===== config.mk =====
export PLATFORM = sky130hd
export DESIGN_NAME = word_packet_validator_flat
export DESIGN_NICKNAME = d
export VERILOG_FILES = /design/src/rtl/core/wpv_pkg.sv /design/src/rtl/core/wpv_in_if.sv /design/src/rtl/core/wpv_out_if.sv /design/src/rtl/core/wpv_in_stage.sv /design/src/rtl/core/wpv_parser.sv /design/src/rtl/core/wpv_out_stage.sv /design/src/rtl/core/word_packet_validator.sv /design/src/flat_wrapper.sv
export SDC_FILE = /design/constraint.sdc
export NUM_CORES = 1
export LEC_CHECK = 0
export ABC_AREA = 1
export CAP_MARGIN = 25
export CORE_UTILIZATION = 25
export CTS_CLUSTER_SIZE = 28
export DETAILED_ROUTE_END_ITERATION = 10
export DONT_BUFFER_PORTS = 1
export PLACE_DENSITY_LB_ADDON = 0.08
export SYNTH_ARGS = -nofsm -noshare
export SYNTH_HDL_FRONTEND = slang
export SYNTH_SLANG_ARGS = --single-unit
export TNS_END_PERCENT = 5

===== constraint.sdc =====
create_clock -name clk -period 10.09 [get_ports clk]
set_clock_uncertainty 0.1 [all_clocks]
set_input_delay 0.5045 -clock clk [delete_from_list [all_inputs] [get_ports clk]]
set_output_delay 0.5045 -clock clk [all_outputs]
set_load 0.01 [all_outputs]

===== src/rtl/core/wpv_pkg.sv =====
// wpv_pkg: shared types and constants for the word packet validator
// parse phases, error codes, header geometry and the result record
// no dependencies
package wpv_pkg;

	localparam int HEADER_BYTES = 12;

	// byte counter width and its saturation value
	localparam int CNT_W = 17;
	localparam logic [CNT_W-1:0] COUNT_MAX = {CNT_W{1'b1}};
	localparam logic [CNT_W-1:0] HDR_MIN = CNT_W'(HEADER_BYTES);
	localparam logic [CNT_W-1:0] HDR_LAST_POS = CNT_W'(HEADER_BYTES - 1);

	localparam logic [15:0] MAX_SIZE_RST = 16'd16384;

	typedef enum logic [2:0] {
		PH_HEADER = 3'd0,
		PH_LEN    = 3'd1,
		PH_BODY   = 3'd2,
		PH_TERM   = 3'd3,
		PH_DONE   = 3'd4,
		PH_HALT   = 3'd5
	} phase_t;

	typedef enum logic [2:0] {
		ERR_NONE       = 3'd0,
		ERR_LENGTH     = 3'd1,
		ERR_SIZE       = 3'd2,
		ERR_WORD_LONG  = 3'd3,
		ERR_ZERO_BYTE  = 3'd4,
		ERR_NO_TERM    = 3'd5,
		ERR_TRUNCATED  = 3'd6,
		ERR_TRAILING   = 3'd7
	} err_t;

	// one input byte as it travels through the input register
	typedef struct packed {
		logic [7:0] data_byte;
		logic       last;
	} beat_t;

	// one packet verdict
	typedef struct packed {
		logic        valid_res;
		err_t        error_code;
		logic [31:0] header_word;
		logic [31:0] word_count;
	} result_t;

endpackage


===== src/rtl/core/wpv_in_if.sv =====
// wpv_in_if: byte request channel into the validator
// valid/ready handshake with one packet byte and its last-byte mark
// no dependencies
interface wpv_in_if;
	logic       valid;
	logic       ready;
	logic [7:0] data_byte;
	logic       last;

	modport source (output valid, output data_byte, output last, input ready);
	modport sink (input valid, input data_byte, input last, output ready);
endinterface


===== src/rtl/core/wpv_out_if.sv =====
// wpv_out_if: verdict request channel out of the validator
// valid/ready handshake with the packet result fields
// no dependencies
interface wpv_out_if;
	logic        valid;
	logic        ready;
	logic        valid_res;
	logic [2:0]  error_code;
	logic [31:0] header_word;
	logic [31:0] word_count;

	modport source (output valid, output valid_res, output error_code,
		output header_word, output word_count, input ready);
	modport sink (input valid, input valid_res, input error_code,
		input header_word, input word_count, output ready);
endinterface


===== src/rtl/core/wpv_in_stage.sv =====
// wpv_in_stage: input register for incoming byte requests
// depends on wpv_pkg and wpv_in_if
module wpv_in_stage (
	input  logic           clk,
	input  logic           arst_n,
	wpv_in_if.sink         in_req,
	input  logic           advance,
	output logic           valid_s1,
	output wpv_pkg::beat_t beat_s1
);
	import wpv_pkg::*;

	// register is free when empty or draining this cycle
	assign in_req.ready = !valid_s1 || advance;

	// occupancy
	always_ff @(posedge clk or negedge arst_n) begin
		if (!arst_n) begin
			valid_s1 <= 1'b0;
		end else if (in_req.ready) begin
			valid_s1 <= in_req.valid;
		end
	end

	// payload capture
	always_ff @(posedge clk) begin
		if (in_req.valid && in_req.ready) begin
			beat_s1.data_byte <= in_req.data_byte;
			beat_s1.last      <= in_req.last;
		end
	end
endmodule


===== src/rtl/core/wpv_parser.sv =====
// wpv_parser: framing state machine, one byte per step
// keeps the per-packet counters and forms the verdict on the last byte
// depends on wpv_pkg
module wpv_parser (
	input  logic             clk,
	input  logic             arst_n,
	input  logic             step,
	input  wpv_pkg::beat_t   beat,
	input  logic [15:0]      max_size,
	output wpv_pkg::result_t res
);
	import wpv_pkg::*;

	logic [CNT_W-1:0] cnt_q, cnt_d;
	logic [31:0]      decl_q, decl_d;
	logic [31:0]      wexp_q, wexp_d;
	logic [31:0]      fin_q, fin_d;
	logic [31:0]      acc_q, acc_d;
	logic [1:0]       idx_q, idx_d;
	logic [31:0]      left_q, left_d;
	logic [31:0]      seq_q, seq_d;
	phase_t           phase_q, phase_d;
	err_t             err_q, err_d;
	logic             len_done;

	// next state for one byte
	always_comb begin
		logic [31:0] len;
		logic [1:0]  lane;
		len      = 32'd0;
		lane     = cnt_q[1:0];
		cnt_d    = (cnt_q != COUNT_MAX) ? cnt_q + 1'b1 : cnt_q;
		decl_d   = decl_q;
		wexp_d   = wexp_q;
		fin_d    = fin_q;
		acc_d    = acc_q;
		idx_d    = idx_q;
		left_d   = left_q;
		seq_d    = seq_q;
		phase_d  = phase_q;
		err_d    = err_q;
		len_done = 1'b0;
		unique case (phase_q)
			PH_HEADER: begin
				// header byte goes to its lane of the field it belongs to
				unique case (cnt_q[3:2])
					2'd0: seq_d[{lane, 3'b000} +: 8] = seq_q[{lane, 3'b000} +: 8] | beat.data_byte;
					2'd1: decl_d[{lane, 3'b000} +: 8] = decl_q[{lane, 3'b000} +: 8] | beat.data_byte;
					default: wexp_d[{lane, 3'b000} +: 8] = wexp_q[{lane, 3'b000} +: 8] | beat.data_byte;
				endcase
				if (cnt_q >= HDR_LAST_POS) begin
					phase_d = (wexp_d == 32'd0) ? PH_DONE : PH_LEN;
				end
			end
			PH_LEN: begin
				acc_d[{idx_q, 3'b000} +: 8] = acc_q[{idx_q, 3'b000} +: 8] | beat.data_byte;
				idx_d = idx_q + 2'd1;
				if (idx_d == 2'd0) begin
					len      = acc_d;
					acc_d    = 32'd0;
					len_done = 1'b1;
					// length check only when more bytes follow
					if (!beat.last && (len > decl_q)) begin
						err_d   = ERR_WORD_LONG;
						phase_d = PH_HALT;
					end else begin
						left_d  = len;
						phase_d = (len != 32'd0) ? PH_BODY : PH_TERM;
					end
				end
			end
			PH_BODY: begin
				if (beat.data_byte == 8'd0) begin
					err_d   = ERR_ZERO_BYTE;
					phase_d = PH_HALT;
				end else begin
					left_d = left_q - 32'd1;
					if (left_d == 32'd0) begin
						phase_d = PH_TERM;
					end
				end
			end
			PH_TERM: begin
				if (beat.data_byte != 8'd0) begin
					err_d   = ERR_NO_TERM;
					phase_d = PH_HALT;
				end else begin
					fin_d   = fin_q + 32'd1;
					phase_d = (fin_d == wexp_q) ? PH_DONE : PH_LEN;
				end
			end
			PH_DONE: begin
				err_d   = ERR_TRAILING;
				phase_d = PH_HALT;
			end
			PH_HALT: begin
				// only counting until the last byte
			end
			default: begin
			end
		endcase
	end

	// verdict from the updated state, in check order
	always_comb begin
		err_t code;
		priority if ((cnt_d < HDR_MIN) || (cnt_d > {1'b0, max_size})) begin
			code = ERR_LENGTH;
		end else if (decl_d != {{(32 - CNT_W){1'b0}}, cnt_d}) begin
			code = ERR_SIZE;
		end else if (err_d != ERR_NONE) begin
			code = err_d;
		end else if (phase_d == PH_DONE) begin
			code = ERR_NONE;
		end else if ((phase_d == PH_TERM) && !len_done) begin
			code = ERR_NO_TERM;
		end else begin
			code = ERR_TRUNCATED;
		end
		res.valid_res   = (code == ERR_NONE);
		res.error_code  = code;
		res.header_word = seq_d;
		res.word_count  = wexp_d;
	end

	// state update, cleared after the last byte of a packet
	always_ff @(posedge clk or negedge arst_n) begin
		if (!arst_n) begin
			cnt_q   <= '0;
			decl_q  <= '0;
			wexp_q  <= '0;
			fin_q   <= '0;
			acc_q   <= '0;
			idx_q   <= '0;
			left_q  <= '0;
			seq_q   <= '0;
			phase_q <= PH_HEADER;
			err_q   <= ERR_NONE;
		end else if (step) begin
			if (beat.last) begin
				cnt_q   <= '0;
				decl_q  <= '0;
				wexp_q  <= '0;
				fin_q   <= '0;
				acc_q   <= '0;
				idx_q   <= '0;
				left_q  <= '0;
				seq_q   <= '0;
				phase_q <= PH_HEADER;
				err_q   <= ERR_NONE;
			end else begin
				cnt_q   <= cnt_d;
				decl_q  <= decl_d;
				wexp_q  <= wexp_d;
				fin_q   <= fin_d;
				acc_q   <= acc_d;
				idx_q   <= idx_d;
				left_q  <= left_d;
				seq_q   <= seq_d;
				phase_q <= phase_d;
				err_q   <= err_d;
			end
		end
	end
endmodule


===== src/rtl/core/wpv_out_stage.sv =====
// wpv_out_stage: result register driving the verdict request channel
// depends on wpv_pkg and wpv_out_if
module wpv_out_stage (
	input  logic             clk,
	input  logic             arst_n,
	input  logic             load,
	input  wpv_pkg::result_t res,
	output logic             can_load,
	wpv_out_if.source        out_res
);
	import wpv_pkg::*;

	logic    valid_q;
	result_t res_q;

	// free when empty or being taken this cycle
	assign can_load = !valid_q || out_res.ready;

	// occupancy
	always_ff @(posedge clk or negedge arst_n) begin
		if (!arst_n) begin
			valid_q <= 1'b0;
		end else if (can_load) begin
			valid_q <= load;
		end
	end

	// payload
	always_ff @(posedge clk) begin
		if (load && can_load) begin
			res_q <= res;
		end
	end

	assign out_res.valid       = valid_q;
	assign out_res.valid_res   = res_q.valid_res;
	assign out_res.error_code  = res_q.error_code;
	assign out_res.header_word = res_q.header_word;
	assign out_res.word_count  = res_q.word_count;
endmodule


===== src/rtl/core/word_packet_validator.sv =====
// word_packet_validator: packet framing check over wpv_pkg, wpv_in_if and wpv_out_if
// throughput: one byte per cycle, set by the single-pass parser step; a last
//   byte waits only while the previous verdict has not been taken
// verdict path: a last byte passes the input register, then the parser step
//   into the result register, which drives the verdict channel
// reset: arst_n clears packet state, empties both registers, max_packet_size 16384
module word_packet_validator (
	input  logic        clk,
	input  logic        arst_n,
	input  logic        cfg_we,
	input  logic [15:0] cfg_wdata,
	wpv_in_if.sink      in_req,
	wpv_out_if.source   out_res
);
	import wpv_pkg::*;

	logic        valid_s1;
	beat_t       beat_s1;
	logic        advance;
	logic        can_load;
	result_t     res;
	logic [15:0] max_size_q;

	// configuration register
	always_ff @(posedge clk or negedge arst_n) begin
		if (!arst_n) begin
			max_size_q <= MAX_SIZE_RST;
		end else if (cfg_we) begin
			max_size_q <= cfg_wdata;
		end
	end

	// a byte moves on unless its verdict has nowhere to go
	assign advance = valid_s1 && (!beat_s1.last || can_load);

	wpv_in_stage u_in (
		.clk      (clk),
		.arst_n   (arst_n),
		.in_req   (in_req),
		.advance  (advance),
		.valid_s1 (valid_s1),
		.beat_s1  (beat_s1)
	);

	wpv_parser u_parser (
		.clk      (clk),
		.arst_n   (arst_n),
		.step     (advance),
		.beat     (beat_s1),
		.max_size (max_size_q),
		.res      (res)
	);

	wpv_out_stage u_out (
		.clk      (clk),
		.arst_n   (arst_n),
		.load     (advance && beat_s1.last),
		.res      (res),
		.can_load (can_load),
		.out_res  (out_res)
	);
endmodule


===== src/flat_wrapper.sv =====
// flat-port wrapper written by rule: the top's interface ports become plain ports
module word_packet_validator_flat import wpv_pkg::*;
  (clk, arst_n, cfg_we, cfg_wdata, in_req_valid, in_req_data_byte, in_req_last, in_req_ready, out_res_valid, out_res_valid_res, out_res_error_code, out_res_header_word, out_res_word_count, out_res_ready);
  wpv_in_if in_req_i ();
  wpv_out_if out_res_i ();
  input  logic clk;
  input  logic arst_n;
  input  logic cfg_we;
  input  logic [15:0] cfg_wdata;
  input wire logic [$bits(in_req_i.valid)-1:0] in_req_valid;
  input wire logic [$bits(in_req_i.data_byte)-1:0] in_req_data_byte;
  input wire logic [$bits(in_req_i.last)-1:0] in_req_last;
  output wire logic [$bits(in_req_i.ready)-1:0] in_req_ready;
  output wire logic [$bits(out_res_i.valid)-1:0] out_res_valid;
  output wire logic [$bits(out_res_i.valid_res)-1:0] out_res_valid_res;
  output wire logic [$bits(out_res_i.error_code)-1:0] out_res_error_code;
  output wire logic [$bits(out_res_i.header_word)-1:0] out_res_header_word;
  output wire logic [$bits(out_res_i.word_count)-1:0] out_res_word_count;
  input wire logic [$bits(out_res_i.ready)-1:0] out_res_ready;
  assign in_req_i.valid = in_req_valid;
  assign in_req_i.data_byte = in_req_data_byte;
  assign in_req_i.last = in_req_last;
  assign in_req_ready = in_req_i.ready;
  assign out_res_valid = out_res_i.valid;
  assign out_res_valid_res = out_res_i.valid_res;
  assign out_res_error_code = out_res_i.error_code;
  assign out_res_header_word = out_res_i.header_word;
  assign out_res_word_count = out_res_i.word_count;
  assign out_res_i.ready = out_res_ready;
  word_packet_validator u_core (.clk(clk), .arst_n(arst_n), .cfg_we(cfg_we), .cfg_wdata(cfg_wdata), .in_req(in_req_i), .out_res(out_res_i));
endmodule

== After elaboration in Yosys (flattened, before gate mapping) ==
Cells that the tools add are included.

* Add/sub/neg operators: 6
* Magnitude comparators: 4
* Equality and inequality tests: 14
* Shifts and indexed selects: 10
* Multiplexer cells: 53
* Bitwise gates (word level): 4
* Reduce and logical (&&, ||, !) cells: 31

{| class="wikitable"
|+ Operators with widths
! operator !! number
|-
| $mux 32 || 20
|-
| $bwmux 32 || 4
|-
| $shiftx 32x6->8 || 4
|-
| $shiftx 8x7->32 || 4
|-
| $logic_not 32->1 || 2
|-
| $pmux 32 s2 || 1
|-
| $shift 8x7->32 const A || 2
|-
| $mux 3 || 18
|-
| $mux 17 || 2
|-
| $add 32x1->32 const B || 1
|-
| $eq 32x32->1 || 1
|-
| $gt 32x32->1 || 1
|-
| $ne 32x17->1 || 1
|-
| $or 8x8->8 || 4
|-
| $reduce_bool 32->1 || 1
|-
| $sub 32x1->32 const B || 1
|-
| $add 17x1->17 const B || 1
|-
| $ge 17x4->1 const B || 1
|-
| $gt 17x16->1 || 1
|-
| $lt 17x4->1 const B || 1
|-
| $ne 17x17->1 const B || 1
|-
| $pmux 3 s5 || 1
|-
| $neg 5->7 || 2
|-
| $pmux 3 s4 || 1
|-
| 22 further kinds || 46
|}

* Register bits: 312
* Bits of input ports: 30
* Word-level logic and storage cells: 141

== Depth between registers and ports, before layout ==
Gate-level depths: netlist of run 1.

* Depth in word-level cells: 18
* Mapped depth: 32

== By module ==
A second synthesis of run 1 with hierarchy kept.

* Cells, all modules: 2733
* Area total of the unflattened synthesis: 19904.1 um^2

{| class="wikitable"
|+ By module, submodules not included
! module !! times used !! cells an instance !! area an instance (um^2)
|-
| wpv_parser || 1 || 2572 || 16829.9
|-
| wpv_out_stage || 1 || 74 || 2087.0
|-
| word_packet_validator || 1 || 72 || 671.9
|-
| wpv_in_stage || 1 || 15 || 315.3
|}

== Least setup slack after synthesis of run 1 ==
Ideal clock, no wire load.

* Path type: flip-flop to flip-flop
* From: register u_core.u_parser.cnt_q[0]
* To: register u_core.u_out.res_q (netlist bit u_core.u_out.out_res.valid_res) (data pin)
* Data arrival time: 3390 ps
* Required time: 9738 ps
* Setup slack: 6348 ps
* Stages on the path, launching flop included: 24
* Buffers on the path: 5
* Cell sequence: dfrtp_1 buf_4 inv_4 buf_2 buf_2 buf_2 buf_1 ha_1 inv_1 nand3_1 nor2_1 nand2_1 o21ai_0 nor2_1 nand3_1 nor2_1 nand2_1 nor2_1 a21oi_1 a21oi_2 nand3_1 nand2_1 nand3_1 nor2_1

{| class="wikitable"
|+ RTL lines
! element !! line !! text
|-
| start, declared || wpv_parser.sv:14 || <nowiki>logic [CNT_W-1:0] cnt_q, cnt_d;</nowiki>
|-
| start signal, assigned || wpv_parser.sv:152 || <nowiki>cnt_q <= cnt_d;</nowiki>
|-
| end signal, assigned || wpv_out_stage.sv:31 || <nowiki>res_q <= res;</nowiki>
|-
| end, declared || wpv_out_stage.sv:14 || <nowiki>result_t res_q;</nowiki>
|}

== Worst setup path in the final report of run 1 ==
* From: register u_core.u_parser.idx_q[0]
* To: register u_core.u_parser.left_q[13]

* Cells in the longest elaborated chain, start to end: 8
* Elaborated cells between the ends (all ways): 17

{| class="wikitable"
|+ Ends and longest elaborated chain
! element !! line !! text
|-
| start, declared || wpv_parser.sv:19 || <nowiki>logic [1:0] idx_q, idx_d;</nowiki>
|-
| start signal, assigned || wpv_parser.sv:157 || <nowiki>idx_q <= idx_d;</nowiki>
|-
| $shiftx 32x6->8 || wpv_parser.sv:56 || <nowiki>acc_d[{idx_q, 3'b000} +: 8] = acc_q[{idx_q, 3'b000} +: 8] | beat.data_byte;</nowiki>
|-
| $or 8x8->8 || wpv_parser.sv:56 ||
|-
| $shiftx 8x7->32 || wpv_parser.sv:56 ||
|-
| $bwmux 32 || wpv_parser.sv:56 ||
|-
| $gt 32x32->1 or $mux 32 (tied branches) || wpv_parser.sv:63 || <nowiki>if (!beat.last && (len > decl_q)) begin</nowiki>
|-
| $logic_and 1x1->1 or $mux 32 (tied branches) || wpv_parser.sv:63, wpv_parser.sv:58 ||
|-
| $ne 3x2->1 (no source line) or $pmux 32 s2 (tied branches) || n/a ||
|-
| $reduce_and 5->1 (no source line) or $mux 32 (tied branches) || n/a ||
|-
| end signal, assigned || wpv_parser.sv:158 || <nowiki>left_q <= left_d;</nowiki>
|-
| end, declared || wpv_parser.sv:20 || <nowiki>logic [31:0] left_q, left_d;</nowiki>
|}

Parallel ways exist; a longest one is shown, timed or not. The select of a mux whose other input is x is not followed.
A chain may end at the register's enable or synchronous reset.

==> metrics.sh, run 1 <==
CTS.SINK_COUNT=312
SLOWEST_STAGE='dfrtp_1'
DETAILEDROUTE.FIRSTITERATIONVIOLATIONS=1640
TRITONCTS.NUM_BUFFERS=44
ROUTED_WL_UM=82600
DIEHEIGHT_UM=285
CTSHTREEMAXLEVEL=2
SEQ_POWER_SHARE=0.366
WORST-SETUP-PATH-TYPE='reg -> reg'
TRITONCTS='done'
FIRST_GLOBAL_VIAS=18804
HOLD_WS_NS=0.416
CRITICAL-PATH-MAX-STAGE-DELAY_NS=0.98
POST_SYNTHESIS_NET_COUNT=2891
MIN-DELAY-PATH-CLASS='reg -> reg'
MOST-COMMON-LAYOUT-CELLS='nand2_1 (793), inv_1 (388), nor2_1 (265), dfrtp_1 (233), o21ai_0 (222)'
GRT.TOTAL_USAGE=0.202
OUTCOME='complete, no violations'
PLACE.DETAILED.HPWL_UM=60900
CRIT_ARRIVAL_NS=6.56
HEADROOM_TO_THE_MAX_SLEW_LIMIT=0.325
SHARE_OF_SYNTHESIZED_REGISTERS_CARRYING_AN_ASYNC_SET_OR_RESET=0.753
SYNTH_TOP_FLOP_CELL='dfrtp_1'
POWER.SHARE.COMBINATIONAL=0.199
PEAKVDDDROP_uV=97.8
CRIT_PATH_MAX_FANOUT=31
DETAILED_PLACE.AREA_MM2=0.0211
CRIT_PATH_CELL_TRACE='inv_2 -> ha_1 -> nor2_1 -> nand4_1 -> o21ai_0 -> ha_1 -> nand2_1 -> nor2_1 -> nand4_1 -> inv_1 -> a31oi_1 -> nand3_1 -> nand2_1 -> clkinv_1 -> buf_16 -> o2111ai_1 -> o21ai_0'
FIN_TOTAL_PWR_uW=3830
REGTOREGSETUPSLACK_NS=3.89
INITIAL_CORE_UTIL=0.253
INTERNAL_POWER_OF_THE_CELLS_uW=2550
FINAL_NUMBER_OF_SETUP_VIOLATING_ENDPOINTS=0
P_LEAK_uW=0.0102
CRITICAL_PATH.ENDPOINT_TYPE='flip-flop'
AREA_GROWTH_SYN_TO_LAYOUT_PCT=15.0
DIODES=0
TIMING_WORST_SLEW_PIN_VALUE_NS=1.01
GRT-OVFL-TOTAL=0
FINALCOREUTILIZATION=0.291
SYNTH_WARNINGS=0
DETAILED_ROUTING_ITERATIONS_PASS_1=5
LAYOUT.CELLS.MOST_COMMON='nand2_1'
COREAREA_MM2=0.0790
POST-ROUTE-PERIOD-UTIL=0.615
IO_PINS=100
RSZ0062_AT_GRT='no'
ROUTED_VIA_DENSITY=4.90
PORTBUFFERS=0
FINAL_NETS=2892
ANTENNA_VIOLATIONS_BEFORE_REPAIR=0
DRC_ERRORS=0
SYNTH-SEQ-AREA-SHARE=0.410
MAXIMUM_NUMBER_OF_PINS_ON_ONE_NET_BEFORE_GLOBAL_ROUTE_REPAIR=236
FINAL.FILL_COUNT=8656
DIEWIDTH_UM=285
FIN_SETUP_TNS_NS=0
POSTROUTEANTENNANETS=0
FINAL_HOLD_VIOL_COUNT=0
CTS_BUFFER_DEPTH=3
ROUTEDWLPERCELL_UM=21.3
CLK-INSERTION-DELAY-LATE_NS=0.60
SYN_AREA_MM2=0.0200
CLKSLEWWORSTSETUPHOLDPATHS_NS=0.05
CRITICAL_PATH.N_BUFFERS_INVERTERS=4
SYNTHESIS.AREA_PER_INSTANCE_UM2=7.14
PERIOD_NEEDED_NS=6.20
CLOCK_POWER_SHARE=0.435
ROOT_BUFFER_MASTER='clkbuf_16'
DRIVE_ABOVE_1_SHARE=0.0568
DIE_AREA_MM2=0.0810
SITE_ROW_COUNT=103
DR_TOTAL_VIAS=19025
GP_CONGESTION=0.874
FINAL-MAX-SLEW-VIOLATION-COUNT=0
CRITICAL_PATH.STARTPOINT_TYPE='flip-flop'
MAX_CAP_VIOL_COUNT=0
CRITPATHREQUIREDTIME_NS=10.45
SWITCHING_POWER_uW=1280
STDCELL_AREA_MM2=0.0230
SYNTH_SEQ_CELLS=312
MAX_FREQ_MHz=161
TIMING.CRITICAL_PATH.MAX_DELAY_FAMILY='buffers and inverters'
NUMBER_OF_FLOPS_MAPPED_TO_ENABLE_CELLS_BY_YOSYS=77
SWITCHING_SHARE=0.333
SYNTH_CELLS=2798
GRT_FIRST_PASS_WIRELENGTH_UM=124000
SYNTH_CELL_TYPE_COUNT=52
POWER_DENSITY_mW_PER_MM2=167
## routing by layer
layer  wire (um)  global-route usage  vias to the layer above
li1            -                   -                     9257
met1       37700               0.273                     9140
met2       39100               0.336                      510
met3        3340              0.0233                      118
met4        2460              0.0606                        0
met5           0                   0                        -
## power groups by stage
stage	combinational [uW]	sequential (uW)	clock, uW
6_report	761	1400	1670
4_1_cts	765	1400	1730
3_3_place_gp	723	1430	0
2_1_floorplan	476	1410	0
3_5_place_dp	729	1430	0
5_1_grt	844	1410	1770
## timing repair
item,in CTS,in global routing
hold endpoints to repair,262,105
gates resized for setup,0,0
setup buffers,0,0
hold buffers,29,1
## cell families after synthesis
| family | synth area share |
|---|---|
| AND/OR/NAND/NOR | 0.285 |
| buffers and inverters | 0.0997 |
| AO/OA/AOI/OAI | 0.147 |
| flip-flops | 0.410 |
| adder cells (fa/ha/maj) | 0.0395 |
| XOR/XNOR | 0.0171 |
| multiplexers | 0.000564 |
## state kept, by name (all words and copies together), names as in the netlist, 9 cells and up
name,cells
u_core.u_parser.cnt_q,17
u_core.u_out.out_res.word_count,32
u_core.u_parser.decl_q,32
u_core.u_parser.fin_q,32
u_core.max_size_q,16
u_core.u_in.beat_s1,9
u_core.u_out.out_res.header_word,32
u_core.u_parser.wexp_q,32
u_core.u_parser.seq_q,32
u_core.u_parser.left_q,32
u_core.u_parser.acc_q,32
## synthesized netlist by cell type, drive strengths merged (2+ instances only)
cell type / number / area [um2]
o21ai: 236 / 1190
o31ai: 7 / 52.6
o211ai: 12 / 90.1
o21a: 2 / 15.0
or2: 2 / 12.5
nor2: 284 / 1140
nor3: 30 / 193
ha: 63 / 788
a211oi: 10 / 75.1
nand4: 53 / 332
o2111ai: 22 / 193
edfxtp: 77 / 2310
a21boi: 2 / 15.0
xnor2: 2 / 17.5
clkinv: 5 / 18.8
clkbuf: 65 / 244
nand2: 801 / 3030
buf: 33 / 195
o22ai: 134 / 838
inv: 408 / 1530
a22oi: 18 / 135
a21oi: 58 / 294
nand3: 187 / 941
dfrtp: 234 / 5860
xor2: 37 / 324
nor4: 7 / 43.8
## tightest hold or removal path, delay by kind of cell, from the launching register on
family           cells  cell delay (ns)
flip-flops           1             0.36
AO/OA/AOI/OAI        1             0.07
AND/OR/NAND/NOR      1             0.05
## metrics by stage
stage | setup slack (ns) | std cells
floorplan | 6.35 | 2798
CTS | 3.96 | 3881
global placement | 3.89 | 3768
global route | 3.29 | 3884
detailed placement | 4.00 | 3771
finish | 3.89 | 3884
## final timing paths
kind / startpoint / end / cells after the start
max: u_core.u_parser.idx_q[0] / u_core.u_parser.left_q[13] / 17
min: u_core.u_parser.left_q[31] / u_core.u_parser.left_q[31] / 2
max reg2reg: u_core.u_parser.idx_q[0] / u_core.u_parser.left_q[13] / 17
min reg2reg: u_core.u_parser.left_q[31] / u_core.u_parser.left_q[31] / 2
max in group asynchronous: arst_n / u_core.u_parser.acc_q[2] / 3
min in group asynchronous: arst_n / u_core.u_parser.fin_q[24] / 2
## layout make-up
| cell class | instances | area (um2) | area share |
|---|---|---|---|
| multi-input combinational | 1975 | 9820 | 0.427 |
| sequential | 312 | 8200 | 0.357 |
| clock buffer | 54 | 1170 | 0.0509 |
| inverter | 413 | 1560 | 0.0677 |
| clock inverter | 27 | 357 | 0.0155 |
| timing repair buffer | 53 | 567 | 0.0247 |
| tap | 1050 | 1310 | 0.0572 |
(Power assumes the default switching activity.)
==> run 2, diff against run 1 <==
- ABC_AREA: 1 -> 0
- clock period: 10.09 -> 5.8 ns (I/O delays scaled with it)
==> run 2 against run 1 <==
The flow now finishes with violations (negative hold slack). Register-to-register slack got worse by 3.4 ns. Via count decreased by 13%. Global-route usage down 1.5 points. Utilization is 0.30 points higher. Synthesized area decreased by 4.7%. Final cell count shrank 22%. Sequential share of layout area grew 1.5 points. Die area decreased by 4.6%. First-iteration DRC count is 15% lower. Highest routed layer unchanged.
==> metrics.sh, run 2 <==
AREA_GROWTH_SYN_TO_LAYOUT_PCT=15.6
MAX_FREQ_MHz=189
SYNTH_AREA_LEADERS='dfrtp_1 (31%), edfxtp_1 (12%), a22o_1 (5.8%), o21ai_0 (5.0%), ha_1 (4.1%)'
MAX_CAP_VIOL_COUNT=0
TRITONCTS='done'
PLACE.DETAILED.HPWL_UM=51200
FIRST_GLOBAL_VIAS=16548
P_LEAK_uW=0.00886
DRC_ERRORS=0
HEADROOM_TO_THE_MAX_SLEW_LIMIT=0.276
GRT_FIRST_PASS_WIRELENGTH_UM=111000
DR_TOTAL_VIAS=16474
FINAL_HOLD_VIOL_COUNT=235
SYNTH_CELLS=2034
YOSYS.AREA.TOP_TYPE_SHARE=0.308
MIN-DELAY-PATH-CLASS='in -> async'
ROUTED_WL_UM=72800
CTS_SETUP_BUFFERS=0
IO_PINS=100
PORTBUFFERS=0
MAXIMUM_NUMBER_OF_PINS_ON_ONE_NET_BEFORE_GLOBAL_ROUTE_REPAIR=236
SHARE_OF_SYNTHESIZED_REGISTERS_CARRYING_AN_ASYNC_SET_OR_RESET=0.753
DIEWIDTH_UM=278
INITIAL_CORE_UTIL=0.254
FINAL.FILL_COUNT=7785
PEAKVDDDROP_uV=159
GP_CONGESTION=0.876
YS_TOP_CELLS_BY_COUNT='dfrtp_1 (234), o21ai_0 (191), nand2_1 (185)'
RSZ0062_AT_GRT='no'
DIEHEIGHT_UM=278
ROUTED_VIA_DENSITY=5.44
FINAL_NETS=2119
TIMING_WORST_SLEW_PIN_VALUE_NS=1.09
CRIT_ARRIVAL_NS=5.52
SYNTH_WARNINGS=0
CRITPATHREQUIREDTIME_NS=6.03
SYNTH_SEQ_CELLS=312
POSTROUTEANTENNANETS=0
DIE_AREA_MM2=0.0773
PERIOD_NEEDED_NS=5.29
FIN_SETUP_TNS_NS=0
DETAILEDROUTE.FIRSTITERATIONVIOLATIONS=1392
OUTCOME='complete, but fails checks'
POST-ROUTE-PERIOD-UTIL=0.913
SYNTH_TOP_FLOP_CELL='dfrtp_1'
CRITICAL_PATH.ENDPOINT_TYPE='flip-flop'
CRIT_PATH_MAX_FANOUT=23
FINAL_NUMBER_OF_SETUP_VIOLATING_ENDPOINTS=0
SYN_AREA_MM2=0.0190
CTSHTREEMAXLEVEL=2
POWER_DENSITY_mW_PER_MM2=331
HOLD_WS_NS=-0.656
SYNTH_CELL_TYPE_COUNT=84
WORST-SETUP-PATH-TYPE='reg -> reg'
SITE_ROW_COUNT=100
COREAREA_MM2=0.0749
POST_CTS_HOLD_BUFFER_COUNT=28
CLKSLEWWORSTSETUPHOLDPATHS_NS=0.06
CLK-INSERTION-DELAY-LATE_NS=0.59
GRT.TOTAL_USAGE=0.187
TRITONCTS.NUM_BUFFERS=43
CRITICAL_PATH.STARTPOINT_TYPE='flip-flop'
DRIVE_ABOVE_1_SHARE=0.0961
LAYOUT.CELLS.MOST_COMMON='dfrtp_1'
VIOLATIONS='negative hold slack'
ROOT_BUFFER_MASTER='clkbuf_16'
MOST-COMMON-LAYOUT-CELLS='dfrtp_1 (233), o21ai_0 (190), nand2_1 (184), nor2_1 (136), a22o_1 (127)'
CTS.SINK_COUNT=312
SYNTH-SEQ-AREA-SHARE=0.430
POST_SYNTHESIS_NET_COUNT=2127
CTS_BUFFER_DEPTH=3
FIN_TOTAL_PWR_uW=7300
NUMBER_OF_FLOPS_MAPPED_TO_ENABLE_CELLS_BY_YOSYS=77
SYNTHESIS.AREA_PER_INSTANCE_UM2=9.36
ANTENNA_VIOLATIONS_BEFORE_REPAIR=0
GRT-OVFL-TOTAL=0
SYNTH_TOP_AREA_CELL='dfrtp_1'
SYNTHMOSTINSTANTIATEDCELL='dfrtp_1'
ROUTEDWLPERCELL_UM=24.0
DETAILED_ROUTING_ITERATIONS_PASS_1=6
FINAL-MAX-SLEW-VIOLATION-COUNT=0
[run 2: cell count changes in the layout (fill, tap and decap cells not counted), sizes merged, moves of 24 or more]
cell,delta
nand2,-616
inv,-293
nor2,-147
nand3,-139
a22o,+127
o22ai,-104
o31ai,+46
nor4,+44
xnor2,+43
o21ai,-40
buf,+31
mux2i,+24
[run 2: layout make-up]
| class | count | area (um2) | share of cell area |
|---|---|---|---|
| Tap cell | 969 | 1210 | 0.0551 |
| Clock buffer | 50 | 1120 | 0.0510 |
| Antenna cell | 1 | 2.50 | 0.000114 |
| Sequential cell | 312 | 8200 | 0.372 |
| Timing Repair Buffer | 84 | 733 | 0.0333 |
| Inverter | 113 | 425 | 0.0193 |
| Clock inverter | 30 | 402 | 0.0182 |
| Multi-Input combinational cell | 1472 | 9930 | 0.451 |
[run 2: logic make-up after synthesis]
kind of cell               share of synthesized area
AOI/OAI and AO/OA                              0.223
muxes                                         0.0404
adders and majority gates                     0.0414
buffers and inverters                         0.0507
DFF                                            0.430
and+or+nand+nor                                0.176
xor gates and xnor gates                      0.0377
[run 2: worst max-delay path, stage by stage, from the launching register on]
cell and delay (ns):
dfrtp_1 0.34, buf_4 0.35, ha_1 0.42, nand4b_1 0.42, o22ai_1 0.53, ha_1 0.22
nand4_1 0.17, or4_1 0.56, or3b_2 0.21, a31oi_1 0.08, o21bai_1 0.40, o211ai_1 0.15
or2_2 0.34, a22o_1 0.28, o311ai_0 0.34, a21oi_1 0.13
[run 2: through the flow]
step           cells  area [um2]  worst slack (ns)   util
3_5_place_dp    2920       20200             0.569  0.269
4_1_cts         3028       22000             0.534  0.293
5_1_grt         3030       22000            0.0921  0.294
6_report        3031       22000             0.505  0.294
3_3_place_gp    2918       20100             0.674  0.269
2_1_floorplan   2034       19000             0.902      -
[run 2: path summary, 6_finish.rpt]
check	from	to	slack, ns	cells after the start
min reg2reg	u_core.u_parser.fin_q[31]	u_core.u_parser.fin_q[31]	0.42	1
max reg2reg	u_core.u_parser.idx_q[0]	u_core.u_out.out_res.error_code[2]	0.51	15
min in group clk	in_req_valid	u_core.u_in.beat_s1[0]	0.22	1
max in group asynchronous	arst_n	u_core.u_parser.fin_q[1]	5.82	0
min	arst_n	u_core.max_size_q[9]	-0.66	0
max	u_core.u_parser.idx_q[0]	u_core.u_out.out_res.error_code[2]	0.51	15
[run 2: repair_timing]
item,CTS,global route
gates resized for setup,0,0
endpoints found under the hold margin,262,235
endpoints found under the setup margin,0,0
[run 2: metal layers]
| metal | wire [um] | vias to the layer above | global-route usage |
|---|---|---|---|
| met5 | 0 | - | 0 |
| met4 | 1870 | 0 | 0.0524 |
| met3 | 3950 | 96 | 0.0333 |
| met2 | 34100 | 510 | 0.302 |
| met1 | 33000 | 8247 | 0.255 |
| li1 | - | 7621 | - |
[run 2: where the power goes]
group	switching, uW	total (uW)	internal (uW)	leakage (uW)
logic	1300	1920	622	0.00414
registers	128	2490	2360	0.00398
clock network	1130	2890	1760	0.000740
